### config.mk
export PLATFORM = sky130hd
export DESIGN_NAME = grwi_ctrl
export DESIGN_NICKNAME = d
export VERILOG_FILES = /design/src/sv/grwi_pkg.sv /design/src/sv/grwi_ctrl.sv
export SDC_FILE = /design/constraint.sdc
export NUM_CORES = 1
export LEC_CHECK = 0
export BUFFER_PORTS_ARGS = -buffer_cell sky130_fd_sc_hd__buf_4
export CAP_MARGIN = 20
export CORE_ASPECT_RATIO = 1.2
export CORE_MARGIN = 8
export CORE_UTILIZATION = 40
export DETAILED_ROUTE_END_ITERATION = 8
export PLACE_DENSITY_LB_ADDON = 0.12
export SETUP_SLACK_MARGIN = 0.4
export SYNTH_ARGS = -nofsm -noshare
export SYNTH_HDL_FRONTEND = slang
export SYNTH_SLANG_ARGS = --single-unit
### constraint.sdc
create_clock -name clk -period 1.6 [get_ports clk]
set_input_delay 0.24 -clock clk [delete_from_list [all_inputs] [get_ports clk]]
set_output_delay 0.24 -clock clk [all_outputs]
set_load 0.02 [all_outputs]
### src/sv/grwi_pkg.sv
// Package for the grid ray wall intersection block: types, codes and constants.
`default_nettype none
package grwi_pkg;

	localparam int GRID_SIDE  = 64;
	localparam int CELL_BITS  = 6;
	localparam int MAP_CELLS  = GRID_SIDE * GRID_SIDE;
	localparam int MAP_AW     = 2 * CELL_BITS;
	localparam int COORD_W    = 14;
	localparam int FRAC_BITS  = 8;
	localparam int ANGLE_BITS = 12;
	localparam int WF         = 24;   // internal fraction bits
	localparam int POS_W      = 48;   // internal signed position width
	localparam int CORD_W     = 34;   // rotation datapath width
	localparam int CORD_STEPS = 30;
	localparam int DIV_STEPS  = 56;
	localparam int DIV_W      = 31;   // divisor width
	localparam int TAN_W      = 39;   // tangent width, limit 2^38
	localparam int WALK_MAX   = GRID_SIDE + 3;
	localparam int OUT_W      = 16;

	localparam logic [TAN_W-1:0] TAN_MAX = TAN_W'(1) << (TAN_W - 1);

	// rotation angles, full turn = 2^32
	localparam logic [29:0] ATAN_TAB [CORD_STEPS] = '{
		30'd536870912, 30'd316933406, 30'd167458907, 30'd85004756, 30'd42667331,
		30'd21354465, 30'd10679838, 30'd5340245, 30'd2670163, 30'd1335087,
		30'd667544, 30'd333772, 30'd166886, 30'd83443, 30'd41722,
		30'd20861, 30'd10430, 30'd5215, 30'd2608, 30'd1304,
		30'd652, 30'd326, 30'd163, 30'd81, 30'd41,
		30'd20, 30'd10, 30'd5, 30'd3, 30'd1
	};

	typedef struct packed {
		logic                  kind;
		logic [CELL_BITS-1:0]  cell_x;
		logic [CELL_BITS-1:0]  cell_y;
		logic                  cell_wall;
		logic [COORD_W-1:0]    origin_x;
		logic [COORD_W-1:0]    origin_y;
		logic [ANGLE_BITS-1:0] heading;
	} cmd_t;

	typedef struct packed {
		logic signed [OUT_W-1:0] hit_x;
		logic signed [OUT_W-1:0] hit_y;
		logic                    hit_wall;
	} res_t;

	typedef enum logic [4:0] {
		ST_CLEAR, ST_IDLE, ST_DECODE, ST_MEMWR, ST_CINIT, ST_CSTEP, ST_DINIT,
		ST_DSTEP, ST_STEPS, ST_MUL0, ST_MUL1, ST_START, ST_PROBE, ST_CHECK,
		ST_SQX, ST_SQY, ST_SUM, ST_FINISH
	} ctrl_state_t;

	typedef enum logic [4:0] {
		OP_NOP, OP_CLEAR, OP_LOAD, OP_MEMWR, OP_CINIT, OP_CSTEP, OP_DINIT,
		OP_DSTEP, OP_STEPS, OP_MUL0, OP_MUL1, OP_START, OP_PROBE, OP_CHECK,
		OP_SQX, OP_SQY, OP_SUM, OP_OUT
	} dp_op_t;

	typedef struct packed {
		dp_op_t op;
		logic   sel;   // 0 vertical-line walk, 1 horizontal-line walk
	} dp_cmd_t;

	typedef struct packed {
		logic clr_last;
		logic cordic_last;
		logic div_last;
		logic walk_done;
		logic axis;
		logic cast;
		logic quad_odd;
	} dp_stat_t;

endpackage
`default_nettype wire

### src/sv/grwi_ctrl.sv
// Controller state machine of the grid ray wall intersection block.
`default_nettype none
module grwi_ctrl (
	input  wire logic               clk,
	input  wire logic               arst_n,
	input  wire logic               cmd_valid,
	output logic                    cmd_stall,
	output logic                    res_valid,
	input  wire logic               res_stall,
	output grwi_pkg::dp_cmd_t       dcmd,
	input  wire grwi_pkg::dp_stat_t dstat
);

	grwi_pkg::ctrl_state_t state_q, state_d;
	logic sel_q;
	logic res_valid_q;
	logic out_free;
	logic accept;

	assign out_free  = !res_valid_q || !res_stall;
	assign cmd_stall = (state_q != grwi_pkg::ST_IDLE);
	assign accept    = cmd_valid && (state_q == grwi_pkg::ST_IDLE);
	assign res_valid = res_valid_q;

	always_comb begin
		state_d = state_q;
		unique case (state_q)
			grwi_pkg::ST_CLEAR:  if (dstat.clr_last) state_d = grwi_pkg::ST_IDLE;
			grwi_pkg::ST_IDLE:   if (accept) state_d = grwi_pkg::ST_DECODE;
			grwi_pkg::ST_DECODE: begin
				if (!dstat.cast)
					state_d = grwi_pkg::ST_MEMWR;
				else if (dstat.axis)
					state_d = grwi_pkg::ST_STEPS;
				else
					state_d = grwi_pkg::ST_CINIT;
			end
			grwi_pkg::ST_MEMWR:  state_d = grwi_pkg::ST_FINISH;
			grwi_pkg::ST_CINIT:  state_d = grwi_pkg::ST_CSTEP;
			grwi_pkg::ST_CSTEP:  if (dstat.cordic_last) state_d = grwi_pkg::ST_DINIT;
			grwi_pkg::ST_DINIT:  state_d = grwi_pkg::ST_DSTEP;
			grwi_pkg::ST_DSTEP:  if (dstat.div_last) state_d = grwi_pkg::ST_STEPS;
			grwi_pkg::ST_STEPS:  state_d = grwi_pkg::ST_MUL0;
			grwi_pkg::ST_MUL0:   state_d = grwi_pkg::ST_MUL1;
			grwi_pkg::ST_MUL1:   state_d = grwi_pkg::ST_START;
			grwi_pkg::ST_START:  state_d = grwi_pkg::ST_PROBE;
			grwi_pkg::ST_PROBE:  state_d = grwi_pkg::ST_CHECK;
			grwi_pkg::ST_CHECK: begin
				if (!dstat.walk_done)
					state_d = grwi_pkg::ST_PROBE;
				else if (dstat.axis)
					state_d = grwi_pkg::ST_FINISH;
				else
					state_d = grwi_pkg::ST_SQX;
			end
			grwi_pkg::ST_SQX:    state_d = grwi_pkg::ST_SQY;
			grwi_pkg::ST_SQY:    state_d = grwi_pkg::ST_SUM;
			grwi_pkg::ST_SUM:    state_d = sel_q ? grwi_pkg::ST_FINISH : grwi_pkg::ST_MUL0;
			grwi_pkg::ST_FINISH: if (out_free) state_d = grwi_pkg::ST_IDLE;
			default:             state_d = grwi_pkg::ST_IDLE;
		endcase
	end

	always_comb begin
		dcmd.sel = sel_q;
		dcmd.op  = grwi_pkg::OP_NOP;
		unique case (state_q)
			grwi_pkg::ST_CLEAR:  dcmd.op = grwi_pkg::OP_CLEAR;
			grwi_pkg::ST_IDLE:   dcmd.op = accept ? grwi_pkg::OP_LOAD : grwi_pkg::OP_NOP;
			grwi_pkg::ST_DECODE: dcmd.op = grwi_pkg::OP_NOP;
			grwi_pkg::ST_MEMWR:  dcmd.op = grwi_pkg::OP_MEMWR;
			grwi_pkg::ST_CINIT:  dcmd.op = grwi_pkg::OP_CINIT;
			grwi_pkg::ST_CSTEP:  dcmd.op = grwi_pkg::OP_CSTEP;
			grwi_pkg::ST_DINIT:  dcmd.op = grwi_pkg::OP_DINIT;
			grwi_pkg::ST_DSTEP:  dcmd.op = grwi_pkg::OP_DSTEP;
			grwi_pkg::ST_STEPS:  dcmd.op = grwi_pkg::OP_STEPS;
			grwi_pkg::ST_MUL0:   dcmd.op = grwi_pkg::OP_MUL0;
			grwi_pkg::ST_MUL1:   dcmd.op = grwi_pkg::OP_MUL1;
			grwi_pkg::ST_START:  dcmd.op = grwi_pkg::OP_START;
			grwi_pkg::ST_PROBE:  dcmd.op = grwi_pkg::OP_PROBE;
			grwi_pkg::ST_CHECK:  dcmd.op = grwi_pkg::OP_CHECK;
			grwi_pkg::ST_SQX:    dcmd.op = grwi_pkg::OP_SQX;
			grwi_pkg::ST_SQY:    dcmd.op = grwi_pkg::OP_SQY;
			grwi_pkg::ST_SUM:    dcmd.op = grwi_pkg::OP_SUM;
			grwi_pkg::ST_FINISH: dcmd.op = out_free ? grwi_pkg::OP_OUT : grwi_pkg::OP_NOP;
			default:             dcmd.op = grwi_pkg::OP_NOP;
		endcase
	end

	always_ff @(posedge clk or negedge arst_n) begin
		if (!arst_n) begin
			state_q     <= grwi_pkg::ST_CLEAR;
			sel_q       <= 1'b0;
			res_valid_q <= 1'b0;
		end else begin
			state_q <= state_d;
			// axis rays walk only one family of lines
			if (state_q == grwi_pkg::ST_DECODE)
				sel_q <= dstat.axis & dstat.quad_odd;
			else if (state_q == grwi_pkg::ST_SUM)
				sel_q <= 1'b1;
			if (state_q == grwi_pkg::ST_FINISH && out_free)
				res_valid_q <= 1'b1;
			else if (!res_stall)
				res_valid_q <= 1'b0;
		end
	end

endmodule
`default_nettype wire

==> After elaboration in Yosys (flattened, before gate mapping) <==
Cells that the tools add are included.
{ "totals": {"register_bits": 7, "latchBits": 0, "mem_bits_rw": 0, "romBits": 0, "input_bits": 11, "out_inout_bits": 8, "elab_cells": 54, "mem_count": 0} }
{ "classes": {"add_sub_neg": 0, "n_mul": 0, "n_div": 0, "n_lt_le_gt_ge": 0, "eq_ne": 24, "shift": 0, "mux": 18, "bitwise": 1, "reduce_logical": 8} }
{ "op_table": {"columns": ["op", "count"], "rows": [
  ["5-bit one-hot mux with 18 select lines", 1],
  ["5-bit one-hot mux with 17 select lines", 1],
  ["5-bit two-way mux", 9],
  ["5-bit by 4-bit equality test with 1-bit output, second input constant", 8],
  ["5-bit by 3-bit equality test with 1-bit output, second input constant", 4],
  ["5-bit by 2-bit equality test with 1-bit output, second input constant", 2],
  ["5-bit equality test, second input constant", 2],
  ["2-bit inequality test, second input constant", 5],
  ["4-bit two-way mux", 2],
  ["5-bit by 1-bit equality test with 1-bit output, second input constant", 1],
  ["5-bit logical NOT", 1],
  ["5-bit by 1-bit inequality test with 1-bit output, second input constant", 1],
  ["5-bit AND reduction", 1],
  ["1-bit two-way mux", 4],
  ["1-bit logical AND", 2],
  ["1-bit logical NOT", 2],
  ["2-bit two-way mux", 1],
  ["2-bit by 1-bit inequality test with 1-bit output, second input constant", 1],
  ["2-bit nonzero test", 1],
  ["1-bit AND", 1],
  ["1-bit logical OR", 1]
]} }

==> Logic depth before layout (Yosys ltp) <==
{ "depth": {"ltp_word": 4, "ltp_mapped": 6, "ltp_nobuf": 5} }

==> Worst setup path before layout <==
OpenSTA, ideal clock, no wires.
{ "synth_timing": {"path_type": "register to output", "startpoint": "register state_q[2]", "endpoint": "output dcmd[5] (netlist bit)", "arrival_ns": 1.466, "t_required_ns": 1.360, "setup_slack_ns": -0.106, "stages_incl_launch_ff": 4, "n_path_buf": 1, "path_cell_list": "dfrtp_1 -> buf_2 -> or3b_2 -> nor3_1"} }
{ "synth_rtl": {"columns": ["element", "line", "text"], "rows": [
  ["start: declaration", "grwi_ctrl.sv:14", "grwi_pkg::ctrl_state_t state_q, state_d;"],
  ["start signal: assignment", "grwi_ctrl.sv:92", "state_q <= grwi_pkg::ST_CLEAR;"],
  ["start signal: assignment", "grwi_ctrl.sv:96", "state_q <= state_d;"],
  ["end: declaration", "grwi_ctrl.sv:10", "output grwi_pkg::dp_cmd_t dcmd,"]
]} }

==> run summary <==
- total design power: 2.18 mW
- master cell of the clock root buffer: sky130_fd_sc_hd__clkbuf_4
- count of boundary I/O pins: 19
- First-pass DRT Iterations: 4
- Max Cap Viol: 0
- post-CTS clock slew at the launch and capture registers of the worst setup and hold paths: 0.06 ns
- hold endpoint: res_valid
- Synth Area in XOR/XNOR: 0%
- simple-gate share of the synthesized area: 32.4%
- synthesized net count: 103
- Yosys warnings: 0
- library cell occupying the most area in the post-synthesis netlist: sky130_fd_sc_hd__dfrtp_1
- CTS Sinks: 7
- post-synthesis instance area: 687 um2
- height of the chip: 61.4 um
- share of cells above drive strength 1: 60.5%
- routed via count: 852
- number of nets in the final layout: 141
- fmax: 593 MHz
- worst slew pin tran: 0.307 ns
- layout overhead on the synthesized area: 81.6%
- average wire length per cell after detail routing: 17.7 um
- post-detailed-route DRC marker count: 0
- clock latency at the later pin of the worst-skew pair: 0.26 ns
- Core Area: 0.00162 mm2
- Port Buf Inserts: 18
- Worst Skew: 0.000984 ns
- flip-flop and latch count after synthesis: 7
- Antenna diodes: 0
- aggregate global-route resource usage: 16.3%
- commonest cells after routing, fill and taps aside: sky130_fd_sc_hd__buf_4, sky130_fd_sc_hd__buf_6, sky130_fd_sc_hd__a21oi_1
- wire length of the first global-routing pass: 3.90 mm
- CTS tree: built
- end of the worst register-to-register path: state_q[1]
- leakage dissipation: 0.531 nW
- arrival time of data at the critical path endpoint: 1.45 ns
- ratio of routed vias to standard cells: 5.80
- count of final max-slew check failures: 0
- count of unique library cells instantiated by Yosys: 39
- setup repair after global routing missed its margin: yes
- power density relative to cell area: 1740 mW/mm2
- Overflow after GRT: 0
- share of the synthesized area in compound gates (AO/OA/AOI/OAI): 27.5%
- share of the clock period used by the worst path: 105%
- count of final setup violators: 3
- floorplan die area: 0.00330 mm2
- startpoint-to-endpoint class of the critical path: reg2out
- Starting Density: 42.4%
- Worst Path Max Fanout: 6
- Synth top area share: 25.5%
- most common cell after layout, fill and taps aside: sky130_fd_sc_hd__buf_4
- CTS buffer count: 3
- number of hold violations in the final report: 0
- number of enable-type register cells in the synthesized netlist: 0
- Register-to-Register Path Depth: 6
- remaining antenna violation count: 0
- number of placement rows: 16
- multiplexer share of the synthesized area: 4.74%
- cell depth of the worst min-delay path: 2
- Synth async-reset ratio: 100%
- Syn Area/Cell: 7.47 um2
- top flip-flop cell by instance count after synthesis: sky130_fd_sc_hd__dfrtp_1
- Critical Path RT: 1.36 ns
- Critical Path Source Type: flip-flop
- buffer levels on the longest clock path: 2
- aggregate negative setup slack: -0.149 ns
- largest net degree at the start of global routing: 19
- failing checks: setup timing
- beginning of the worst register-to-register path: state_q[2]
- initial antenna violation count: 0
- WL final: 2.60 mm
- worst hold path class: in2reg
- Initial DRC Count: 24
- adder-cell share of the synthesized area: 0%
- sequential fraction of the synthesis area: 25.5%
- flop2flop setup slack: 0.04 ns
- depth of the CTS H-tree: 1
- VDD IR-drop max: 1060 uV
- horizontal die dimension: 53.8 um
- worst setup margin: -0.0876 ns
- result of the run: complete, but fails checks
- final weighted congestion of routability-driven global placement: 0.855
- Detail Placement HPWL: 1.62 mm
- vias in the first global route: 822
- Hold Crit Start: res_stall
- dominant cells by area after synthesis: sky130_fd_sc_hd__dfrtp_1, sky130_fd_sc_hd__a21oi_1, sky130_fd_sc_hd__buf_2
- Setup crit end kind: output pin
- Max-slew headroom: 79.2%
- Post-Synthesis Cells: 92
- dominant combinational cell family by area after synthesis: simple AND/OR/NAND/NOR gates
- post-layout min period: 1.69 ns
==> critical path: stages, from the launching register on <==
cell                      delay (ns)
sky130_fd_sc_hd__dfrtp_2        0.45
sky130_fd_sc_hd__or3b_4         0.43
sky130_fd_sc_hd__nor3_4         0.17
sky130_fd_sc_hd__buf_6          0.14
==> cell families after synthesis <==
family                 after synthesis
multiplexers                         3
AND/OR/NAND/NOR                     40
buffers and inverters               13
flip-flops                           7
AO/OA/AOI/OAI                       29
==> worst max-delay path by stage <==
stage | startpoint | to | slack (ns) | cells past startpoint
2_1_floorplan | state_q[2] | dcmd[5] | 0.20 | 3
3_3_place_gp | state_q[2] | dcmd[2] | 0.06 | 4
3_5_place_dp | state_q[2] | dcmd[2] | 0.04 | 4
4_1_cts | state_q[3] | dcmd[5] | -0.07 | 3
5_1_grt | state_q[3] | dcmd[5] | -0.13 | 3
6_report | state_q[3] | dcmd[5] | -0.09 | 3
==> synth_stat cells (2+ instances only) <==
cell and instances:
sky130_fd_sc_hd__a21oi_1 9, sky130_fd_sc_hd__nor2_1 8, sky130_fd_sc_hd__dfrtp_1 7, sky130_fd_sc_hd__buf_2 6, sky130_fd_sc_hd__nand2_1 6, sky130_fd_sc_hd__o21ai_0 6
sky130_fd_sc_hd__nor3_1 5, sky130_fd_sc_hd__nor2b_1 4, sky130_fd_sc_hd__inv_1 3, sky130_fd_sc_hd__nand2b_1 3, sky130_fd_sc_hd__nand3_1 3, sky130_fd_sc_hd__a22oi_1 2
sky130_fd_sc_hd__mux2_2 2, sky130_fd_sc_hd__o21bai_1 2, sky130_fd_sc_hd__or3b_2 2
==> power by group <==
part | internal [mW] | switching [mW] | total (mW)
combinational | 0.865 | 0.781 | 1.65
clock | 0.0963 | 0.0819 | 0.178
sequential | 0.246 | 0.106 | 0.352
==> metal layers <==
layer	wire [um]	global-route usage, %	vias to the layer above
met1	1090	18.4	416
li1	-	-	409
met5	0	0	-
met2	1350	27.0	25
met4	39	10.5	0
met3	128	3.14	2
==> area by class of cell <==
| type | instances | area, um2 |
|---|---|---|
| flip-flops and latches | 7 | 181 |
| fillers | 112 | 374 |
| repair buffers | 43 | 394 |
| clock buffers | 4 | 26.3 |
| inverters | 3 | 11.3 |
| multi-input cells | 72 | 612 |
| well taps | 18 | 22.5 |
==> state kept, by name, indices dropped and copies added (netlist names) <==
register   cells
state_q        5
res_valid      1
sel_q          1
==> timing repair <==
item / 4_1_cts / 5_1_grt
hold endpoints to repair: 7 / 0
pin swaps: 15 / 10
endpoints found under the setup margin: 12 / 13
gates resized for setup: 35 / 15
setup buffers: 13 / 2
hold buffers: 1 / 0
==> per-stage QoR <==
step           hold WS (ns)  std cells  setup WS [ns]  util (%)  area (um2)
4_1_cts               0.222        145        -0.0736      72.1        1170
5_1_grt               0.226        147         -0.132      76.9        1250
2_1_floorplan       -0.0556         92          0.203         -         758
3_5_place_dp         0.0642        127         0.0384      56.4         915
6_report              0.226        147        -0.0876      76.9        1250
3_3_place_gp         0.0612        127         0.0634      56.4         915
Power figures use the tool's default switching activity.
